### config.mk
export PLATFORM = sky130hd
export DESIGN_NAME = spf_ctrl
export DESIGN_NICKNAME = d
export VERILOG_FILES = /design/src/rtl/spf_pkg.sv /design/src/rtl/spf_ctrl.sv
export SDC_FILE = /design/constraint.sdc
export NUM_CORES = 1
export LEC_CHECK = 0
export BUFFER_PORTS_ARGS = -buffer_cell sky130_fd_sc_hd__buf_2
export CORE_AREA = 5 5 42 44
export DETAILED_ROUTE_END_ITERATION = 16
export DIE_AREA = 0 0 47 49
export PLACE_DENSITY = 0.63
export SLEW_MARGIN = 20
export SYNTH_ARGS = -nofsm -noshare
export SYNTH_HDL_FRONTEND = slang
export SYNTH_SLANG_ARGS = --single-unit
### constraint.sdc
create_clock -name i_clk -period 2.6 [get_ports i_clk]
set_clock_uncertainty 0.2 [all_clocks]
set_input_delay 0.52 -clock i_clk [delete_from_list [all_inputs] [get_ports i_clk]]
set_output_delay 0.52 -clock i_clk [all_outputs]
set_load 0.03 [all_outputs]
### src/rtl/spf_pkg.sv
// ----------------------------------------------------------------------------
// spf_pkg
// Shared types and constants of the smallest-prime-factor factorizer.
// ----------------------------------------------------------------------------
package spf_pkg;

    localparam int DATA_W     = 16;
    localparam int VALUE_SPAN = 65536;
    localparam int DIV_STEPS  = DATA_W;
    localparam int DIV_CNT_W  = $clog2(DIV_STEPS);

    // controller to datapath
    typedef struct packed {
        logic fill_step;
        logic load_n;
        logic set_p;
        logic div_start;
        logic div_step;
        logic emit;
        logic emit_last;
        logic emit_zero;
    } t_dp_cmd;

    // datapath to controller
    typedef struct packed {
        logic fill_last;
        logic in_trivial;
        logic f_eq_p;
        logic div_last;
        logic n_is_one;
        logic out_free;
    } t_dp_sts;

endpackage

### src/rtl/spf_ctrl.sv
// ----------------------------------------------------------------------------
// spf_ctrl
// Sequencer: runs the table fill, then walks each item through table reads
// and divisions and issues one result per distinct prime, zero when trivial.
// ----------------------------------------------------------------------------
module spf_ctrl (
    input  logic             i_clk,
    input  logic             i_rst_n,
    input  logic             i_in_valid,
    output logic             o_in_ready,
    input  spf_pkg::t_dp_sts i_sts,
    output spf_pkg::t_dp_cmd o_cmd
);

    localparam logic [2:0] S_FILL = 3'd0;
    localparam logic [2:0] S_IDLE = 3'd1;
    localparam logic [2:0] S_READ = 3'd2;
    localparam logic [2:0] S_LOOK = 3'd3;
    localparam logic [2:0] S_DIV  = 3'd4;
    localparam logic [2:0] S_NEXT = 3'd5;

    logic [2:0] r_state, n_state;
    logic       r_have, n_have;

    assign o_in_ready = (r_state == S_IDLE) && i_sts.out_free;

    always_comb begin
        n_state = r_state;
        n_have  = r_have;
        o_cmd   = '0;

        unique case (r_state)
            S_FILL: begin
                o_cmd.fill_step = 1'b1;
                if (i_sts.fill_last) begin
                    n_state = S_IDLE;
                end
            end
            S_IDLE: begin
                if (i_in_valid && o_in_ready) begin
                    if (i_sts.in_trivial) begin
                        o_cmd.emit      = 1'b1;
                        o_cmd.emit_last = 1'b1;
                        o_cmd.emit_zero = 1'b1;
                    end else begin
                        o_cmd.load_n = 1'b1;
                        n_have       = 1'b0;
                        n_state      = S_READ;
                    end
                end
            end
            S_READ: begin
                n_state = S_LOOK;
            end
            S_LOOK: begin
                if (!r_have) begin
                    o_cmd.set_p     = 1'b1;
                    o_cmd.div_start = 1'b1;
                    n_have          = 1'b1;
                    n_state         = S_DIV;
                end else if (i_sts.f_eq_p) begin
                    o_cmd.div_start = 1'b1;
                    n_state         = S_DIV;
                end else if (i_sts.out_free) begin
                    // new prime: the finished one goes out first
                    o_cmd.emit      = 1'b1;
                    o_cmd.set_p     = 1'b1;
                    o_cmd.div_start = 1'b1;
                    n_state         = S_DIV;
                end
            end
            S_DIV: begin
                o_cmd.div_step = 1'b1;
                if (i_sts.div_last) begin
                    n_state = S_NEXT;
                end
            end
            S_NEXT: begin
                if (!i_sts.n_is_one) begin
                    n_state = S_READ;
                end else if (i_sts.out_free) begin
                    o_cmd.emit      = 1'b1;
                    o_cmd.emit_last = 1'b1;
                    n_state         = S_IDLE;
                end
            end
            default: begin
                n_state = S_IDLE;
            end
        endcase
    end

    always_ff @(posedge i_clk) begin
        if (!i_rst_n) begin
            r_state <= S_FILL;
            r_have  <= 1'b0;
        end else begin
            r_state <= n_state;
            r_have  <= n_have;
        end
    end

endmodule

==> reports/qor.yml, run 1 <==
drt-met1-wl_um: 400
clk_pin_slew_ps: 40
routed.top_layer: "met3"
synth_cell_types: 30
yosysWarnings: 0
outcome: "complete, no violations"
initial_utilization_pct: 28.93
r2r_cells: 4
cts_made_buffers: 3
grt_antenna_before_repair: 0
power-per-cell-area_nw_per_um2: 574.8
drive_gt1_share_pct: 46.15
grt_pass1_wl_um: 1669
slowest_delay_ps: 510
cap_violations: 0
grt_usage_pct: 9.443
tightest_slew_ps: 392.7
synth_commonest_cells: "inv_1, dfxtp_1, buf_6, nor2_1, o21ai_0"
finalSetupTns_ps: 0
die_height_um: 49
drt_iter0_markers: 3
postLayoutCoreUtil_pct: 35.98
hold_viol: 0
crit_chain: "and4bb_4 > o21ai_0 > o21ai_0 > buf_2"
die_area_um2: 2303
core_um2: 1401
area_growth_pct: 24.38
whs_ps: 330.1
num_rows: 14
clock.fmax_ghz: 0.4561
die_x_um: 47
cts_max_level: 1
rsz0062_at_grt: "false"
nFillCells: 162
route.met3.wl_um: 58
drv_slew: 0
setup_viol: 0
worstHoldStart: "r_have"
end_kind: "primary output"
cts_tree: "yes"
postRouteAntennaNets: 0
syn_avg_cell_area_um2: 8.446
cp_top_family: "flip-flops"
routedWlPerCell_um: 11.36
via_per_inst: 5.012
critPathMostFrequentCell: "o21ai_0"
num-nets-final: 76
syn_area_um2: 405.4
route.vias.total: 406
yosysTopAreaCell: "dfxtp_1"
synth_top_area_share_pct: 19.75
routed_wirelength_um: 920
ys.flop_type: "dfxtp_1"
critical_path_class: "flop to primary output"
cts.hold.buffers_added: 0
dr.pass1.iters: 2
met2_wirelength_um: 461
min_path_cells: 2
place_hpwl_um: 745.2
n_antenna_cell: 0
clockBufferDepth: 2
period_share_pct: 84.33
overflow: 0
synthArstFlopShare_pct: 0
min_period_ps: 2193
post_cts_resized: 0
synth_cells: 48
worstPathArrival_ps: 1470
peakVddDrop_v: 0.0002484
gp_congestion: 0.7185
cp_slowest_cell: "dfxtp_1"
crit_path_max_fanout: 10
leakagePower_nw: 0.2361
io_buffers: 17
start_kind: "flop"
holdPathEnd: "r_have"
clock_sinks: 4
hold_class: "flop to flop"
grt_start_max_net_pins: 12
ys_seq_area_share_pct: 19.75
post_cts_buffers: 0
ioPinCount: 18
rrSetupSlack_ps: 730
cts_root_buf: "clkbuf_4"
slew_headroom_pct: 73.14
cp_num_buf_inv: 1
cp.required_ps: 1880
syn_nets: 57
r2r_end: "r_state[1]"
synthTopCellsByArea: "dfxtp_1, buf_6, a211oi_4, inv_1, and4bb_4"
worstReg2RegStart: "r_state[2]"
clk_latency_ps: 230
ys_ff_latch: 4
drc: 0
grt_pass1_vias: 400
synth.most_common_cell: "inv_1"
synth_edf_count: 0
[how the worst max path moves through the flow]
stage,from,endpoint,slack [ps],depth (start not counted)
2_1_floorplan,i_sts[3],o_cmd[2],300,3
3_3_place_gp,i_sts[0],o_cmd[2],510,6
3_5_place_dp,i_sts[3],o_cmd[2],500,5
4_1_cts,r_state[1],o_cmd[2],380,4
5_1_grt,r_state[2],o_cmd[2],250,5
6_report,r_state[1],o_cmd[2],410,4
[registers in the layout (all words and copies together) (netlist names)]
signal and cells:
r_have 1, r_state 3
[final cells by class]
type / count / area, µm² / area share [%]
Tap cell: 16 / 20.02 / 3.970
Multi-Input combinational cell: 35 / 274.0 / 54.34
Timing Repair Buffer: 17 / 85.08 / 16.87
Clock buffer: 3 / 22.52 / 4.466
Inverter: 6 / 22.52 / 4.466
Sequential cell: 4 / 80.08 / 15.88
[layout by cell type, fill, tap and decap left out, types with 2 or more instances in the layout]
master,instances
clkbuf_4,3
nor2_1,3
a21oi_1,2
inv_1,5
buf_2,17
o21ai_0,3
nand3b_1,2
o21ai_1,2
nand2_1,2
nand2b_1,2
dfxtp_1,4
[logic make-up after synthesis]
kind of cell | count (synthesis) | synth area share, %
AO/OA/AOI/OAI | 16 | 32.72
buffers and inverters | 9 | 13.89
flip-flops | 4 | 19.75
AND/OR/NAND/NOR | 19 | 33.64
[worst min-delay path, cell delays in order, from the launching register on]
cell and delay (ps):
dfxtp_1 330, o21ai_1 80, a21oi_1 70
[through the flow]
stage | worst slack, ps | std cells | cell area [µm²] | total power [mW]
finish | 407.4 | 81 | 504.2 | 0.2898
global route | 246.3 | 81 | 504.2 | 0.3153
CTS | 379.7 | 81 | 504.2 | 0.2945
detailed placement | 496.0 | 78 | 481.7 | 0.2143
global placement | 509.3 | 78 | 481.7 | 0.2129
floorplan | 295.5 | 48 | 410.4 | 0.1954
[layer usage]
layer  vias to the layer above  GRT usage, %
met3                         0         2.583
met4                         0         4.147
met1                       191         11.67
met2                        10         14.71
li1                        205             -
met5                         -             0
[where the power goes]
| group | switching [mW] | total, mW | internal, mW |
|---|---|---|---|
| clock | 0.0259 | 0.0776 | 0.0517 |
| sequential | 0.0205 | 0.0902 | 0.0697 |
| combinational | 0.0694 | 0.122 | 0.0526 |
| total | 0.116 | 0.290 | 0.174 |
(Power assumes the default switching activity.)
==> run 2, diff against run 1 <==
- clock period: 2.6 -> 2.25 ns (I/O delays scaled with it)
==> run 2 against run 1 <==
Net effect:
- sequential share of layout area up 0.42 points
- setup slack worse by 270 ps
- wire length up 3.3%
- combinational power up 16%
- non-clock buffer count unchanged
- highest routed layer unchanged
==> reports/qor.yml, run 2 (synthesis results as in run 1) <==
postRouteAntennaNets: 0
place_area_um2: 481.7
rrSetupSlack_ps: 450
place_hpwl_um: 745.2
worstReg2RegStart: "r_state[1]"
post_cts_buffers: 0
num_rows: 14
hold_viol: 0
min_period_ps: 2112
slew_headroom_pct: 73.17
io_buffers: 17
regArea_um2: 82.58
r2r_cells: 4
startpoint: "r_state[1]"
r2r_end: "r_state[1]"
power-per-cell-area_nw_per_um2: 668.3
clock_sinks: 4
via_per_inst: 5.049
p_clk_share_pct: 27.1
clock.fmax_ghz: 0.4735
rsz0062_at_grt: "false"
grt_pass1_wl_um: 1669
finalSetupTns_ps: 0
grt_antenna_before_repair: 0
drv_slew: 0
cts_root_buf: "clkbuf_4"
final_common_cell: "buf_2"
routed_wirelength_um: 950
gp_congestion: 0.7185
cp.required_ps: 1600
worstPathArrival_ps: 1460
largest_reg_flops: 3
cts_max_level: 1
cap_violations: 0
end_kind: "primary output"
dr.pass1.iters: 2
cts_tree: "yes"
initial_utilization_pct: 28.93
die_height_um: 49
clk_pin_slew_ps: 40
multi_input_area_um2: 274.0
final_cell_mix: "buf_2, inv_1, o21ai_0, nor2_1, clkbuf_4"
hold_class: "input port to flop"
route.vias.total: 409
drive_gt1_share_pct: 49.23
core_um2: 1401
routedWlPerCell_um: 11.73
pwr-share-comb_pct: 41.7
clockBufferDepth: 2
grt_usage_pct: 9.443
setup_viol: 0
drt_iter0_markers: 3
cp-endpoint: "o_cmd[2]"
clk_latency_ps: 240
crit_path_max_fanout: 10
critical_path_class: "flop to primary output"
outcome: "complete, no violations"
num-nets-final: 76
ioPinCount: 18
reg_top3: "r_state (3), r_have (1)"
area_growth_pct: 25.00
peakVddDrop_v: 0.0003269
period_share_pct: 93.87
die_x_um: 47
grt_pass1_vias: 400
final_cells: 81
stdcell_area_um2: 506.7
tightest_slew_ps: 392.3
place_inst: 78
seq_power_share_pct: 31.2
top_register: "r_state"
cts.hold.buffers_added: 0
leakagePower_nw: 0.2368
die_area_um2: 2303
overflow: 0
cts_made_buffers: 3
n_antenna_cell: 0
start_kind: "flop"
internal-power_uw: 202.4
p_sw_share_pct: 40.23
whs_ps: 304.1
nFillCells: 166
drc: 0
power_switching_uw: 136.3
grt_start_max_net_pins: 12
==> run 2: critical path, stage by stage (launching register included) <==
cell	delay, ps
dfxtp_1	510
and4bb_4	290
o21ai_0	80
o21ai_0	130
buf_2	210
==> run 2: cell type report <==
| type | count | share of cell area (%) |
|---|---|---|
| well taps | 16 | 3.951 |
| inverters | 6 | 4.444 |
| repair buffers | 17 | 16.79 |
| multi-input cells | 35 | 54.07 |
| clock buffers | 3 | 4.444 |
| flip-flops and latches | 4 | 16.30 |
==> run 2: how the worst min path moves through the flow <==
stage                        from         end  slack (ps)  cells past startpoint
final                     i_rst_n  r_state[1]         300                      3
after global routing      i_rst_n      r_have         330                      3
after CTS                 i_rst_n  r_state[1]         290                      3
after detailed placement   r_have      r_have         320                      2
after global placement     r_have      r_have         310                      2
after floorplan            r_have      r_have         280                      2
==> run 2: what timing repair did <==
item,CTS,global route
hold endpoints to repair,0,0
endpoints found under the setup margin,0,2
gates resized for setup,0,2
==> run 2: metal layers <==
metal  wire length, µm  share of wire, %  global-route usage (%)
met2               487                51                   14.71
met3                58               6.1                   2.583
met5                 0                 0                       0
met1               403                42                   11.67
met4                 0                 0                   4.147
==> run 2: metrics by stage <==
step	worst slack, ps	total power, mW	utilization, %
floorplan	44.37	0.2258	-
global placement	299.3	0.2460	34.38
detailed placement	286.0	0.2476	34.38
CTS	99.72	0.3404	35.98
global route	51.55	0.3669	36.16
finish	137.9	0.3387	36.16
==> run 2: power by group through the flow <==
stage	logic, mW	clock network [mW]	registers [mW]
finish	0.141	0.0918	0.106
detailed placement	0.142	0	0.105
global route	0.158	0.101	0.108
floorplan	0.140	0	0.0855
CTS	0.142	0.0934	0.105
global placement	0.141	0	0.105
==> run 3, diff against run 2 <==
- ABC_AREA: default -> 1
- CORE_AREA: 5 5 42 44 -> default
- CORE_UTILIZATION: default -> 35
- DIE_AREA: 0 0 47 49 -> default
- PLACE_DENSITY: 0.63 -> 0.67
==> run 3 against run 2 <==
Net effect:
- cell area grew 17%
- register-to-register slack gained 360 ps
- sequential share of layout area shrank 2.6 points
- synthesized cell count grew 50%
- clock power shrank 7.3%
- combinational power grew to 4.0 times the previous value
- non-clock buffer count is the same
- via count grew 23%
- utilization grew 14 points
- first-iteration DRC count grew to 4.7 times the previous value
==> reports/qor.yml, run 3 <==
outcome: "complete, no violations"
crit_path_max_fanout: 7
cts_max_level: 1
slew_headroom_pct: 81.03
largest_reg_flops: 3
place_ws_ps: 321.5
grt_use_met1_pct: 23.00
pwr-share-comb_pct: 69.0
startpoint: "r_state[0]"
via_per_inst: 4.790
synth_cell_types: 24
synth_mux_area_share_pct: 0
clock.fmax_ghz: 0.4761
setup_viol: 0
num-nets-final: 102
grt_pass1_wl_um: 1738
synth_top_family_by_area: "simple AND/OR/NAND/NOR gates"
final_cell_mix: "buf_2, inv_1, nand2_1"
hold_class: "input port to flop"
synth_fa_ha_area_share_pct: 0
io_buffers: 17
initial_utilization_pct: 39.98
synth.most_common_cell: "inv_1"
grt_usage_pct: 16.27
crit_cells: 7
drive_gt1_share_pct: 46.15
worstPathArrival_ps: 1450
ys_seq_area_share_pct: 16.89
route.vias.total: 503
peakVddDrop_v: 0.0008679
critical_path_class: "flop to primary output"
ioPinCount: 18
grt_start_max_net_pins: 11
start_kind: "flop"
drc: 0
postRouteAntennaNets: 0
top_register: "r_state"
clk_latency_ps: 230
busiest_layer: "met2"
synthArstFlopShare_pct: 0
hold_viol: 0
rrSetupSlack_ps: 810
n_antenna_cell: 0
ys_ff_latch: 4
synthTopCellsByArea: "dfxtp_1, nor2_4, inv_1, nand3_2, nand2_1"
die_x_um: 38.81
cp_num_buf_inv: 4
r2r_cells: 7
ys.flop_type: "dfxtp_1"
cts.hold.buffers_added: 0
cts_made_buffers: 3
use_met3_pct: 3.468
clk_pin_slew_ps: 40
drt_iter0_markers: 14
cts_tree: "yes"
p_sw_share_pct: 56.53
num_rows: 12
min_path_cells: 3
seq_power_share_pct: 20.6
reg_top3: "r_state (3), r_have (1)"
min_period_ps: 2101
finalSetupTns_ps: 0
cts_root_buf: "clkbuf_4"
worstHoldStart: "i_rst_n"
crit_chain: "inv_2 > nor2_4 > inv_1 > nor2_4 > o21ai_0 > inv_1 > buf_2"
core_um2: 1186
grt_antenna_before_repair: 0
p_clk_share_pct: 10.4
syn_avg_cell_area_um2: 6.586
gp_congestion: 0.8213
clock_sinks: 4
overflow: 0
routed_wirelength_um: 1044
clockBufferDepth: 2
nFillCells: 128
area_growth_pct: 24.80
slowest_delay_ps: 470
dr.pass1.iters: 4
yosys.area_share.simple_pct: 53.03
power-per-cell-area_nw_per_um2: 1380
syn_area_um2: 474.2
die_area_um2: 1506
synth_top_area_share_pct: 16.89
cap_violations: 0
cp.required_ps: 1600
yosysTopAreaCell: "dfxtp_1"
tightest_slew_ps: 284.2
grt_pass1_vias: 424
cp_slowest_cell: "dfxtp_1"
syn_nets: 81
synth_cells: 72
drv_slew: 0
layout_setup_ws_ps: 149.4
use_met2_pct: 25.42
p_total_uw: 816.8
rsz0062_at_grt: "false"
cp_top_family: "flip-flops"
period_share_pct: 93.36
leakagePower_nw: 0.3215
power_switching_uw: 461.7
yosysWarnings: 0
end_kind: "primary output"
synth_commonest_cells: "inv_1, nand2_1, nor2_1, nand3_1, nor2_4"
worstReg2RegStart: "r_state[0]"
yosys.area_share.xor_xnor_pct: 0
internal-power_uw: 355.1
synth_edf_count: 0
final_common_cell: "buf_2"
routedWlPerCell_um: 9.943
synth_compound_area_share_pct: 14.51
place_hpwl_um: 878
die_height_um: 38.81
## run 3: cell count changes in the layout (fill, tap and decap cells not counted), moves of 2 or more
| cell | before | now |
|---|---|---|
| nor2_2 | 0 | 3 |
| nand4_1 | 0 | 2 |
| inv_2 | 1 | 4 |
| nand2b_1 | 2 | 0 |
| nand3_1 | 1 | 5 |
| nand2_1 | 2 | 9 |
| nor2_1 | 3 | 6 |
| nor2_4 | 0 | 5 |
| nand3_2 | 0 | 4 |
| inv_1 | 5 | 11 |
| o21ai_1 | 2 | 0 |
| a21oi_1 | 2 | 4 |
## run 3: cell type report
type / instances / area [µm²] / area share (%)
Tap cell: 14 / 17.52 / 2.960
Clock buffer: 3 / 22.52 / 3.805
Multi-Input combinational cell: 51 / 320.3 / 54.12
Timing Repair Buffer: 17 / 87.58 / 14.80
Inverter: 16 / 62.56 / 10.57
Sequential cell: 4 / 81.33 / 13.74
## run 3: kinds of logic (layout without fill, tap and decap cells)
group | Yosys count | in the layout
AO/OA/AOI/OAI | 11 | 11
flip-flops | 4 | 4
AND/OR/NAND/NOR | 40 | 40
buffers and inverters | 17 | 36
## run 3: worst reg2reg max path, stage by stage, from the launching register on
cell and delay (ps):
dfxtp_1 470, nor2_2 120, nand3b_2 110, nand2_2 70
nor2_4 150, nand3b_1 100, nand2_1 70, inv_1 30
## run 3: path summary, 6_finish.rpt
kind | endpoint
worst max-delay path | o_cmd[4]
worst min-delay path | r_state[1]
worst max register to register | r_state[0]
worst min register to register | r_have
## run 3: power groups by stage
stage	logic [mW]	clock network [mW]	registers, mW
floorplan	0.504	0	0.131
global placement	0.562	0	0.166
detailed placement	0.565	0	0.166
CTS	0.567	0.0887	0.164
global route	0.630	0.0928	0.173
finish	0.564	0.0851	0.168
## run 3: repair_timing
| action | 4_1_cts | 5_1_grt |
|---|---|---|
| endpoints found under the setup margin | 0 | 1 |
| setup buffers | 0 | 0 |
| resized for setup | 0 | 2 |
## run 3: layer usage
| layer | share of wire [%] | routed length, µm | up-vias |
|---|---|---|---|
| li1 | - | - | 271 |
| met1 | 47 | 490 | 208 |
| met2 | 44 | 464 | 24 |
| met3 | 8.6 | 90 | 0 |
| met4 | 0 | 0 | 0 |
| met5 | 0 | 0 | - |
## run 3: stage by stage
stage	instances	cell area (µm²)	util, %	hold slack (ps)
global placement	102	565.5	47.68	303.7
global route	105	591.8	49.89	285.7
CTS	105	588.1	49.58	269.4
floorplan	72	474.2	-	258.4
finish	105	591.8	49.89	277.0
detailed placement	102	565.5	47.68	300.0
